### config.mk
export PLATFORM = sky130hd
export DESIGN_NAME = style_tag_balancer_escaper
export DESIGN_NICKNAME = d
export VERILOG_FILES = /design/src/hw/rtl/sbe_pkg.sv /design/src/hw/rtl/style_tag_balancer_escaper.sv /design/src/hw/rtl/sbe_front.sv /design/src/hw/rtl/sbe_queue.sv /design/src/hw/rtl/sbe_back.sv
export SDC_FILE = /design/constraint.sdc
export NUM_CORES = 1
export LEC_CHECK = 0
export ABC_AREA = 0
export BUFFER_PORTS_ARGS = -buffer_cell sky130_fd_sc_hd__buf_2
export CORE_UTILIZATION = 62
export CTS_CLUSTER_SIZE = 16
export DETAILED_ROUTE_END_ITERATION = 10
export GPL_TIMING_DRIVEN = 0
export PLACE_DENSITY_LB_ADDON = 0.08
export SYNTH_ARGS = -nofsm -noshare
export SYNTH_HDL_FRONTEND = slang
export SYNTH_SLANG_ARGS = --single-unit
### constraint.sdc
create_clock -name clk_i -period 6.53 [get_ports clk_i]
set_input_delay 0.9795 -clock clk_i [delete_from_list [all_inputs] [get_ports clk_i]]
set_output_delay 0.9795 -clock clk_i [all_outputs]
set_load 0.01 [all_outputs]
### src/hw/rtl/sbe_pkg.sv
`timescale 1ns / 1ps
`default_nettype none

package sbe_pkg;

  // Tag stack
  localparam int unsigned STACK_DEPTH = 8;
  localparam int unsigned LVL_W       = $clog2(STACK_DEPTH + 1);
  localparam int unsigned STK_IDX_W   = (STACK_DEPTH > 1) ? $clog2(STACK_DEPTH) : 1;

  // Token queue between front and back
  localparam int unsigned QUEUE_DEPTH = 4;
  localparam int unsigned QPTR_W      = $clog2(QUEUE_DEPTH);
  localparam int unsigned QCNT_W      = $clog2(QUEUE_DEPTH + 1);

  // Longest expansion of one token is nine characters
  localparam int unsigned SUB_W = 4;

  localparam logic [15:0] CH_LT    = 16'h003C;
  localparam logic [15:0] CH_GT    = 16'h003E;
  localparam logic [15:0] CH_AMP   = 16'h0026;
  localparam logic [15:0] CH_QUOT  = 16'h0022;
  localparam logic [15:0] CH_SLASH = 16'h002F;
  localparam logic [15:0] CH_B     = 16'h0062;
  localparam logic [15:0] CH_I     = 16'h0069;
  localparam logic [15:0] CH_U     = 16'h0075;

  localparam logic [1:0] CODE_B = 2'd0;
  localparam logic [1:0] CODE_I = 2'd1;
  localparam logic [1:0] CODE_U = 2'd2;

  typedef struct packed {
    logic [15:0] in_char;
    logic        is_last;
  } in_t;

  typedef struct packed {
    logic [15:0] out_char;
    logic        char_valid;
    logic        run_end;
    logic        message_end;
    logic        overflow;
  } out_t;

  typedef enum logic [2:0] {
    TK_TEXT,
    TK_OPEN,
    TK_OPEN_OV,
    TK_CLOSE,
    TK_END
  } tok_kind_e;

  typedef struct packed {
    tok_kind_e   kind;
    logic [15:0] ch;
    logic        last;
  } tok_t;

  typedef enum logic [1:0] {
    FS_IDLE,
    FS_SCAN,
    FS_FLUSH,
    FS_END
  } front_state_e;

  function automatic logic is_letter(input logic [15:0] c);
    return (c == CH_B) || (c == CH_I) || (c == CH_U);
  endfunction

  function automatic logic [1:0] letter_code(input logic [15:0] c);
    logic [1:0] r;
    r = CODE_U;
    if (c == CH_B) r = CODE_B;
    else if (c == CH_I) r = CODE_I;
    return r;
  endfunction

  function automatic logic [15:0] code_char(input logic [1:0] code);
    logic [15:0] r;
    r = CH_U;
    if (code == CODE_B) r = CH_B;
    else if (code == CODE_I) r = CH_I;
    return r;
  endfunction

  // Character idx of the escaped form of c
  function automatic logic [15:0] esc_char(input logic [15:0] c, input logic [SUB_W-1:0] idx);
    logic [15:0] r;
    r = c;
    if (c == CH_LT) begin
      unique case (idx)
        4'd0:    r = CH_AMP;
        4'd1:    r = 16'h006C;
        4'd2:    r = 16'h0074;
        default: r = 16'h003B;
      endcase
    end else if (c == CH_GT) begin
      unique case (idx)
        4'd0:    r = CH_AMP;
        4'd1:    r = 16'h0067;
        4'd2:    r = 16'h0074;
        default: r = 16'h003B;
      endcase
    end else if (c == CH_AMP) begin
      unique case (idx)
        4'd0:    r = CH_AMP;
        4'd1:    r = 16'h0061;
        4'd2:    r = 16'h006D;
        4'd3:    r = 16'h0070;
        default: r = 16'h003B;
      endcase
    end else if (c == CH_QUOT) begin
      unique case (idx)
        4'd0:    r = CH_AMP;
        4'd1:    r = 16'h0071;
        4'd2:    r = 16'h0075;
        4'd3:    r = 16'h006F;
        4'd4:    r = 16'h0074;
        default: r = 16'h003B;
      endcase
    end
    return r;
  endfunction

  function automatic logic [SUB_W-1:0] esc_len(input logic [15:0] c);
    logic [SUB_W-1:0] r;
    r = 4'd1;
    if (c == CH_LT || c == CH_GT) r = 4'd4;
    else if (c == CH_AMP) r = 4'd5;
    else if (c == CH_QUOT) r = 4'd6;
    return r;
  endfunction

  function automatic logic [SUB_W-1:0] tok_len(input tok_t t);
    logic [SUB_W-1:0] r;
    unique case (t.kind)
      TK_TEXT:    r = esc_len(t.ch);
      TK_OPEN:    r = 4'd3;
      TK_OPEN_OV: r = 4'd9;
      TK_CLOSE:   r = 4'd4;
      default:    r = 4'd0;
    endcase
    return r;
  endfunction

  function automatic logic [15:0] tok_char(input tok_t t, input logic [SUB_W-1:0] idx);
    logic [15:0] r;
    r = t.ch;
    unique case (t.kind)
      TK_TEXT: r = esc_char(t.ch, idx);
      TK_OPEN: begin
        unique case (idx)
          4'd0:    r = CH_LT;
          4'd1:    r = t.ch;
          default: r = CH_GT;
        endcase
      end
      TK_OPEN_OV: begin
        if (idx < 4'd4) r = esc_char(CH_LT, idx);
        else if (idx == 4'd4) r = t.ch;
        else r = esc_char(CH_GT, idx - 4'd5);
      end
      TK_CLOSE: begin
        unique case (idx)
          4'd0:    r = CH_LT;
          4'd1:    r = CH_SLASH;
          4'd2:    r = t.ch;
          default: r = CH_GT;
        endcase
      end
      default: r = 16'h0000;
    endcase
    return r;
  endfunction

endpackage

`default_nettype wire

### src/hw/rtl/style_tag_balancer_escaper.sv
`timescale 1ns / 1ps
`default_nettype none

// Style tag balancer and escaper. Takes a message one 16-bit character per request,
// is_last on the final one. Opening tags <b> <i> <u> pass through and are pushed on
// an eight-entry tag stack; any closing tag </b> </i> </u> is replaced by the closer
// of the tag on top of the stack (dropped when the stack is empty). Other characters
// pass through with < > & and the double quote turned into entities. Up to three
// characters that may still start a tag are held back until the next request. At
// the end of a message the held characters are escaped and sent, then all open tags
// are closed; a message that produced nothing ends with one result carrying
// char_valid = 0. An opening tag met with a full stack is sent as &lt;X&gt; with
// overflow set on its nine characters. run_end marks the last result of each input
// request, message_end the last of the message.
// Flow: the front scanner emits one token (tag, closer or plain character) at a
// time, or holds back a partial tag, and then closes out the request before it
// takes the next character; after a last character it closes each open tag in
// turn and ends the message. The back end sends one output character per cycle
// while the output is not stalled, so escapes (up to six characters) and
// overflowed tags (nine) set the sustained rate; a four-entry token queue lets the
// scanner run ahead of the output side.

module style_tag_balancer_escaper (
  input  wire logic     clk_i,
  input  wire logic     rst_ni,
  input  wire logic     in_valid_i,
  output logic          in_stall_o,
  input  sbe_pkg::in_t  in_data_i,
  output logic          out_valid_o,
  input  wire logic     out_stall_i,
  output sbe_pkg::out_t out_data_o
);
  import sbe_pkg::*;

  // Front to queue
  logic push;
  tok_t push_tok;
  // Queue to back
  tok_t head;
  logic pop;
  logic q_full;
  logic q_empty;

  // Scanner: lookahead window, tag stack, token generation
  sbe_front u_front (
    .clk_i      (clk_i),
    .rst_ni     (rst_ni),
    .in_valid_i (in_valid_i),
    .in_stall_o (in_stall_o),
    .in_data_i  (in_data_i),
    .push_o     (push),
    .push_tok_o (push_tok),
    .q_full_i   (q_full)
  );

  // Token queue decouples scanning from character output
  sbe_queue u_queue (
    .clk_i      (clk_i),
    .rst_ni     (rst_ni),
    .push_i     (push),
    .push_tok_i (push_tok),
    .pop_i      (pop),
    .head_o     (head),
    .full_o     (q_full),
    .empty_o    (q_empty)
  );

  // Expander: one output character per cycle unless stalled, run/message end tagging
  sbe_back u_back (
    .clk_i       (clk_i),
    .rst_ni      (rst_ni),
    .head_i      (head),
    .q_empty_i   (q_empty),
    .pop_o       (pop),
    .out_valid_o (out_valid_o),
    .out_stall_i (out_stall_i),
    .out_data_o  (out_data_o)
  );

endmodule

`default_nettype wire

### src/hw/rtl/sbe_front.sv
`timescale 1ns / 1ps
`default_nettype none

module sbe_front (
  input  wire logic         clk_i,
  input  wire logic         rst_ni,
  input  wire logic         in_valid_i,
  output logic              in_stall_o,
  input  sbe_pkg::in_t      in_data_i,
  output logic              push_o,
  output sbe_pkg::tok_t     push_tok_o,
  input  wire logic         q_full_i
);
  import sbe_pkg::*;

  front_state_e state_q, state_d;
  logic [15:0]  win_q [4];
  logic [15:0]  win_d [4];
  logic [2:0]   rem_q, rem_d;
  logic         last_q, last_d;
  logic [15:0]  la_q [3];
  logic [15:0]  la_d [3];
  logic [1:0]   la_cnt_q, la_cnt_d;
  logic [LVL_W-1:0] lvl_q, lvl_d;
  logic [1:0]   stk_q [STACK_DEPTH];
  logic [1:0]   stk_d [STACK_DEPTH];

  logic             accept_ok, accept;
  logic             is_open, is_close, may_tag, stop;
  logic [2:0]       consume, rem_next;
  logic [LVL_W-1:0] top;
  logic             stk_full;

  assign top      = lvl_q - LVL_W'(1);
  assign stk_full = (lvl_q >= LVL_W'(STACK_DEPTH));

  always_comb begin
    is_open  = (rem_q >= 3'd3) && (win_q[0] == CH_LT) && (win_q[2] == CH_GT) &&
               is_letter(win_q[1]);
    is_close = (rem_q == 3'd4) && (win_q[0] == CH_LT) && (win_q[1] == CH_SLASH) &&
               is_letter(win_q[2]) && (win_q[3] == CH_GT);
    unique case (rem_q)
      3'd1:    may_tag = (win_q[0] == CH_LT);
      3'd2:    may_tag = (win_q[0] == CH_LT) &&
                         ((win_q[1] == CH_SLASH) || is_letter(win_q[1]));
      3'd3:    may_tag = (win_q[0] == CH_LT) && (win_q[1] == CH_SLASH) &&
                         is_letter(win_q[2]);
      default: may_tag = 1'b0;
    endcase
  end

  assign accept_ok  = (state_q == FS_IDLE) || ((state_q == FS_END) && !q_full_i);
  assign in_stall_o = !accept_ok;
  assign accept     = in_valid_i && accept_ok;

  always_comb begin
    state_d    = state_q;
    win_d      = win_q;
    rem_d      = rem_q;
    last_d     = last_q;
    la_d       = la_q;
    la_cnt_d   = la_cnt_q;
    lvl_d      = lvl_q;
    stk_d      = stk_q;
    push_o     = 1'b0;
    push_tok_o = '{kind: TK_TEXT, ch: win_q[0], last: last_q};
    consume    = 3'd0;
    stop       = 1'b0;
    rem_next   = rem_q;

    unique case (state_q)
      FS_IDLE: ;
      FS_SCAN: begin
        if (!q_full_i) begin
          priority if (is_open) begin
            push_o          = 1'b1;
            push_tok_o.kind = stk_full ? TK_OPEN_OV : TK_OPEN;
            push_tok_o.ch   = win_q[1];
            if (!stk_full) begin
              stk_d[lvl_q[STK_IDX_W-1:0]] = letter_code(win_q[1]);
              lvl_d = lvl_q + LVL_W'(1);
            end
            consume = 3'd3;
          end else if (is_close) begin
            consume = 3'd4;
            if (lvl_q != '0) begin
              push_o          = 1'b1;
              push_tok_o.kind = TK_CLOSE;
              push_tok_o.ch   = code_char(stk_q[top[STK_IDX_W-1:0]]);
              lvl_d           = top;
            end
          end else if (!last_q && may_tag) begin
            stop = 1'b1;
          end else begin
            push_o  = 1'b1;
            consume = 3'd1;
          end
          rem_next = rem_q - consume;
          if (stop) begin
            // Hold the partial tag for the next item
            for (int i = 0; i < 3; i++) la_d[i] = win_q[i];
            la_cnt_d = rem_q[1:0];
            state_d  = FS_END;
          end else begin
            unique case (consume)
              3'd1: for (int j = 0; j < 3; j++) win_d[j] = win_q[j+1];
              3'd3: win_d[0] = win_q[3];
              default: ;
            endcase
            rem_d = rem_next;
            if (rem_next == 3'd0) begin
              la_cnt_d = 2'd0;
              state_d  = last_q ? FS_FLUSH : FS_END;
            end
          end
        end
      end
      FS_FLUSH: begin
        if (!q_full_i) begin
          if (lvl_q != '0) begin
            push_o          = 1'b1;
            push_tok_o.kind = TK_CLOSE;
            push_tok_o.ch   = code_char(stk_q[top[STK_IDX_W-1:0]]);
            lvl_d           = top;
          end else begin
            state_d = FS_END;
          end
        end
      end
      FS_END: begin
        if (!q_full_i) begin
          push_o          = 1'b1;
          push_tok_o.kind = TK_END;
          state_d         = FS_IDLE;
        end
      end
      default: state_d = FS_IDLE;
    endcase

    if (accept) begin
      for (int i = 0; i < 3; i++) begin
        win_d[i] = (2'(i) < la_cnt_q) ? la_q[i] : in_data_i.in_char;
      end
      win_d[3] = in_data_i.in_char;
      rem_d    = {1'b0, la_cnt_q} + 3'd1;
      last_d   = in_data_i.is_last;
      state_d  = FS_SCAN;
    end
  end

  always_ff @(posedge clk_i or negedge rst_ni) begin
    if (!rst_ni) begin
      state_q  <= FS_IDLE;
      la_cnt_q <= 2'd0;
      lvl_q    <= '0;
      rem_q    <= 3'd0;
      last_q   <= 1'b0;
    end else begin
      state_q  <= state_d;
      la_cnt_q <= la_cnt_d;
      lvl_q    <= lvl_d;
      rem_q    <= rem_d;
      last_q   <= last_d;
    end
  end

  always_ff @(posedge clk_i) begin
    win_q <= win_d;
    la_q  <= la_d;
    stk_q <= stk_d;
  end

  a_lvl_bound: assert property (@(posedge clk_i) disable iff (!rst_ni)
    lvl_q <= LVL_W'(STACK_DEPTH))
    else $error("tag stack level beyond depth");

  a_close_nonempty: assert property (@(posedge clk_i) disable iff (!rst_ni)
    (push_o && push_tok_o.kind == TK_CLOSE) |-> (lvl_q != '0))
    else $error("closer issued from empty tag stack");

endmodule

`default_nettype wire

### src/hw/rtl/sbe_queue.sv
`timescale 1ns / 1ps
`default_nettype none

module sbe_queue (
  input  wire logic      clk_i,
  input  wire logic      rst_ni,
  input  wire logic      push_i,
  input  sbe_pkg::tok_t  push_tok_i,
  input  wire logic      pop_i,
  output sbe_pkg::tok_t  head_o,
  output logic           full_o,
  output logic           empty_o
);
  import sbe_pkg::*;

  tok_t              mem_q [QUEUE_DEPTH];
  logic [QPTR_W-1:0] wr_q, rd_q;
  logic [QCNT_W-1:0] cnt_q;

  assign full_o  = (cnt_q == QCNT_W'(QUEUE_DEPTH));
  assign empty_o = (cnt_q == '0);
  assign head_o  = mem_q[rd_q];

  always_ff @(posedge clk_i) begin
    if (push_i) mem_q[wr_q] <= push_tok_i;
  end

  always_ff @(posedge clk_i or negedge rst_ni) begin
    if (!rst_ni) begin
      wr_q  <= '0;
      rd_q  <= '0;
      cnt_q <= '0;
    end else begin
      if (push_i) wr_q <= (wr_q == QPTR_W'(QUEUE_DEPTH - 1)) ? '0 : wr_q + QPTR_W'(1);
      if (pop_i)  rd_q <= (rd_q == QPTR_W'(QUEUE_DEPTH - 1)) ? '0 : rd_q + QPTR_W'(1);
      if (push_i && !pop_i)      cnt_q <= cnt_q + QCNT_W'(1);
      else if (pop_i && !push_i) cnt_q <= cnt_q - QCNT_W'(1);
    end
  end

  a_no_overrun: assert property (@(posedge clk_i) disable iff (!rst_ni)
    push_i |-> !full_o)
    else $error("token queue written while full");

  a_no_underrun: assert property (@(posedge clk_i) disable iff (!rst_ni)
    pop_i |-> !empty_o)
    else $error("token queue read while empty");

endmodule

`default_nettype wire

### src/hw/rtl/sbe_back.sv
`timescale 1ns / 1ps
`default_nettype none

module sbe_back (
  input  wire logic      clk_i,
  input  wire logic      rst_ni,
  input  sbe_pkg::tok_t  head_i,
  input  wire logic      q_empty_i,
  output logic           pop_o,
  output logic           out_valid_o,
  input  wire logic      out_stall_i,
  output sbe_pkg::out_t  out_data_o
);
  import sbe_pkg::*;

  logic [SUB_W-1:0] idx_q, idx_d;
  logic             hold_valid_q, hold_valid_d;
  logic [15:0]      hold_char_q, hold_char_d;
  logic             hold_ov_q, hold_ov_d;
  logic             out_valid_q, out_valid_d;
  out_t             out_q, out_d, out_new;
  logic             out_free, out_load;

  assign out_free = !out_valid_q || !out_stall_i;

  always_comb begin
    idx_d        = idx_q;
    hold_valid_d = hold_valid_q;
    hold_char_d  = hold_char_q;
    hold_ov_d    = hold_ov_q;
    pop_o        = 1'b0;
    out_load     = 1'b0;
    out_new.out_char    = hold_char_q;
    out_new.char_valid  = 1'b1;
    out_new.run_end     = 1'b0;
    out_new.message_end = 1'b0;
    out_new.overflow    = hold_ov_q;

    if (!q_empty_i) begin
      if (head_i.kind == TK_END) begin
        if (hold_valid_q) begin
          // Held char is the last one of this item
          if (out_free) begin
            out_load            = 1'b1;
            out_new.run_end     = 1'b1;
            out_new.message_end = head_i.last;
            hold_valid_d        = 1'b0;
            pop_o               = 1'b1;
          end
        end else if (head_i.last) begin
          // Empty end marker
          if (out_free) begin
            out_load            = 1'b1;
            out_new.out_char    = 16'h0000;
            out_new.char_valid  = 1'b0;
            out_new.run_end     = 1'b1;
            out_new.message_end = 1'b1;
            out_new.overflow    = 1'b0;
            pop_o               = 1'b1;
          end
        end else begin
          pop_o = 1'b1;
        end
      end else if (!hold_valid_q || out_free) begin
        out_load     = hold_valid_q;
        hold_valid_d = 1'b1;
        hold_char_d  = tok_char(head_i, idx_q);
        hold_ov_d    = (head_i.kind == TK_OPEN_OV);
        if (idx_q == tok_len(head_i) - SUB_W'(1)) begin
          idx_d = '0;
          pop_o = 1'b1;
        end else begin
          idx_d = idx_q + SUB_W'(1);
        end
      end
    end

    out_valid_d = out_load || (out_valid_q && out_stall_i);
    out_d       = out_load ? out_new : out_q;
  end

  always_ff @(posedge clk_i or negedge rst_ni) begin
    if (!rst_ni) begin
      idx_q        <= '0;
      hold_valid_q <= 1'b0;
      out_valid_q  <= 1'b0;
    end else begin
      idx_q        <= idx_d;
      hold_valid_q <= hold_valid_d;
      out_valid_q  <= out_valid_d;
    end
  end

  always_ff @(posedge clk_i) begin
    hold_char_q <= hold_char_d;
    hold_ov_q   <= hold_ov_d;
    out_q       <= out_d;
  end

  assign out_valid_o = out_valid_q;
  assign out_data_o  = out_q;

  a_msg_end_closes_run: assert property (@(posedge clk_i) disable iff (!rst_ni)
    (out_valid_q && out_q.message_end) |-> out_q.run_end)
    else $error("message end without run end");

endmodule

`default_nettype wire

==> flow_summary.toml <==
[sta]
finClkSkew_ns = 0.0114
holdWs_ns = 0.442
worst_pin_slew_ns = 1.36
setup_viol = 0
relSlewSlack_pct = 9.23
fmax_ghz = 0.175
post-route-period-util_pct = 87.5
slew_violations = 0
rsz0062_at_grt = "false"
period_needed_ns = 5.71
fin_setup_tns_ns = 0
hold_viol = 0

[route]
drt_first_iter_violations = 830
drc = 0
firstDrtPassIters = 5
routed_wl_mm = 28.8
vias_per_cell = 6.31
ant_nets = 0
avgRoutedWirePerCell_um = 21.1
num_vias = 8604

[worst_setup_path]
worstSetupPathType = "register to register"
crit_required_ns = 7.00
cpMaxStageDelayCell = "mux4_2"
crit_fanout = 10
cp.arrival_ns = 6.18
end_kind = "register"
cp_cell_sequence = "buf_6 > buf_4 > mux4_2 > or4_1 > nor3_1 > a41oi_1 > ha_1 > xnor2_1 > and2_1 > a221oi_1 > nand3_1 > o2111a_2 > o221ai_2 > ha_1 > inv_1 > fa_1 > xor2_1 > nor2_1 > xor2_1"
worstSetupStartpointType = "register"
max_stage_delay_ns = 0.62

[synthesis]
syn_avg_cell_area_sq_um = 12.9
syn_nets = 1051
ys.flop_type = "edfxtp_1"
synth-warning-count = 0
synth-seq-cells = 270
ys_types = 73
yosysSeqAreaShare_pct = 61.8
async_flop_share_pct = 9.26
synth-edff-count = 245
synth_area_sq_um = 12900
synthCells = 1002

[flow_run]
drv_cap = 0

[hold_path]
worst_hold_path_type = "input pin to asynchronous set/reset pin"

[finish]
finalCoreUtilization_pct = 70.7
area_growth_pct = 11.3
drive_above_1_share_pct = 11.3
antenna_cells = 0
nets = 1125
fin_cells = 1364

[placed_design]
port_buffers = 42
dp_hpwl_mm = 20.6
dp.cells = 1316
gp_congestion = 0.929

[clock_tree]
cts.path.max_buffers = 3
cts_buffers = 28
cts_resized = 0
postCtsSetupBuffers = 0
clock-sinks = 270
cts_root_buffer = "clkbuf_16"
h-tree-depth = 1
clk-insertion-delay-late_ns = 0.55
clkTransAtPathRegs_ns = 0.06
cts_tree = "yes"
cts_hold_buf = 0

[pwr]
swShare_pct = 37.6
p_seq_share_pct = 41.8
power.leakage_uw = 0.00510
power_uw = 7740
switching_power_uw = 2910
internal_power_uw = 4830
pwr-share-comb_pct = 38.9
peakVddDrop_v = 0.000255
pwr-share-clk_pct = 19.3
powerDensity_nw_per_um2 = 538

[die]
rows = 52
dieArea_sq_um = 21400
core_area_sq_um = 20400
die_x_um = 146
die_h_um = 146
initial_core_util_pct = 63.5
ios = 43

[outcome]
status = "complete, no violations"

[global_route]
antenna_found_initial = 0
grt_max_degree = 31
grt_first_pass_wirelength_mm = 45.6
grt_overflow = 0
first_global_vias = 8348
grtUsageTotal_pct = 27.6
metal layers:
layer  vias to the layer above  share of wire [%]  track usage [%]
met2                       360                 50             48.3
met4                         0                3.2             9.64
met1                      4171                 41             35.6
met3                        81                6.1             3.38
li1                       3992                  -                -
met5                         -                  0                0
metrics by stage:
step	cell area (sq um)	setup slack (ns)
floorplan	12900	1.70
global placement	13500	0.435
detailed placement	13500	0.817
CTS	14400	0.780
global route	14400	0.432
finish	14400	0.816
logic make-up (layout without fill, tap and decap cells):
family                   Yosys count  count (layout)  synth area share, %
AND/OR/NAND/NOR                  317             317                 12.7
flip-flops                       270             270                 61.8
AO/OA/AOI/OAI                    222             222                 10.7
multiplexers                      81              81                 9.01
buffers and inverters             74             166                 2.24
adder cells (fa/ha/maj)           28              28                 2.83
XOR/XNOR                          10              10                0.678
path summary, 6_finish.rpt:
check,from,slack [ns],endpoint,cells past startpoint
max,u_queue.rd_q[0],0.82,u_queue.cnt_q[2],19
min,rst_ni,0.44,u_front.rem_q[0],1
max reg2reg,u_queue.rd_q[0],0.82,u_queue.cnt_q[2],19
min reg2reg,u_front.win_q[34],0.46,u_front.la_q[18],0
max in group asynchronous,rst_ni,5.68,u_back.out_valid_o,1
min in group clk_i,u_front.win_q[34],0.46,u_front.la_q[18],0
placed cells by master (no fill, tap or decap), types with 7 or more instances in the layout:
cell type | synthesis | layout
a211oi_1 | 17 | 17
a21oi_1 | 45 | 45
a31oi_1 | 20 | 20
and2_1 | 35 | 35
buf_2 | 0 | 42
clkbuf_1 | 41 | 46
clkbuf_16 | 0 | 28
clkinv_1 | 1 | 7
dfrtp_1 | 25 | 25
edfxtp_1 | 245 | 245
ha_1 | 26 | 26
inv_1 | 25 | 25
mux2_2 | 8 | 8
mux2i_1 | 47 | 47
mux4_1 | 9 | 9
mux4_2 | 15 | 15
nand2_1 | 101 | 101
nand2b_1 | 9 | 9
nand3_1 | 18 | 18
nor2_1 | 51 | 51
nor2b_1 | 23 | 23
nor3_1 | 16 | 16
nor4_1 | 10 | 10
nor4b_1 | 7 | 7
o21ai_0 | 75 | 74
or4_1 | 12 | 12
worst max-delay path, delay by kind of cell, from the launching register on:
family,cells,cell delay [ns]
AND/OR/NAND/NOR,5,1.45
AO/OA/AOI/OAI,4,1.02
buffers and inverters,3,0.55
multiplexers,1,0.62
adder cells (fa/ha/maj),3,0.95
XOR/XNOR,3,0.49
flip-flops,1,0.55
power groups by stage:
| stage | combinational (uW) | clock, uW | sequential (uW) |
|---|---|---|---|
| after floorplan | 2130 | 0 | 3140 |
| after global placement | 2870 | 0 | 3250 |
| after detailed placement | 2960 | 0 | 3260 |
| after CTS | 2990 | 1510 | 3230 |
| after global routing | 3330 | 1570 | 3290 |
| final | 3010 | 1490 | 3230 |
layout make-up:
type                            instances  area, sq um
Sequential cell                       270         7980
Tap cell                              270          338
Clock buffer                           33          719
Timing Repair Buffer                   44          250
Clock inverter                         15          145
Fill cell                            1431         5980
Buffer                                 48          191
Inverter                               26         97.6
Multi-Input combinational cell        658         4660
registers in the layout, indices dropped and copies added, names as in the netlist:
| register | count |
|---|---|
| u_front.stk_q | 16 |
| u_front.last_q | 1 |
| u_front.win_q | 64 |
| u_front.la_cnt_q | 2 |
| u_front.state_q | 2 |
| u_back.out_data_o | 20 |
| u_queue.mem_q | 80 |
| u_front.lvl_q | 4 |
| u_back.out_valid_o | 1 |
| u_back.hold_valid_q | 1 |
| u_front.rem_q | 3 |
| u_back.hold_ov_q | 1 |
| u_queue.wr_q | 2 |
| u_front.la_q | 48 |
| u_queue.rd_q | 2 |
| u_back.hold_char_q | 16 |
| u_back.idx_q | 4 |
| u_queue.cnt_q | 3 |
synthesized netlist by cell type, types with 3 or more instances:
cell type  number  area share (%)
a211oi_1       17            0.99
a21boi_0        4            0.23
a21o_1          6            0.35
a21oi_1        45             1.7
a22o_1          3            0.20
a31oi_1        20            0.97
and2_1         35             1.7
and3_1          5            0.24
and4b_1         3            0.23
buf_1           5            0.15
clkbuf_1       41             1.2
dfrtp_1        25             4.8
edfxtp_1      245              57
ha_1           26             2.5
inv_1          25            0.73
mux2_2          8            0.70
mux2i_1        47             3.6
mux4_1          9             1.8
mux4_2         15             2.6
nand2_1       101             2.9
nand2b_1        9            0.44
nand3_1        18            0.70
nand3b_1        3            0.17
nand4_1         3            0.15
nor2_1         51             1.5
nor2b_1        23             1.1
nor3_1         16            0.62
nor3b_1         5            0.29
nor4_1         10            0.48
nor4b_1         7            0.47
o211ai_1        5            0.29
o21a_1          5            0.29
o21ai_0        75             2.9
o21bai_1        3            0.17
o22ai_1         6            0.29
o311ai_0        3            0.20
o31ai_1         3            0.17
or2_2           4            0.19
or3_1           3            0.15
or4_1          12            0.70
xnor2_1         6            0.41
xor2_1          4            0.27
Power figures use the tool's default switching activity.
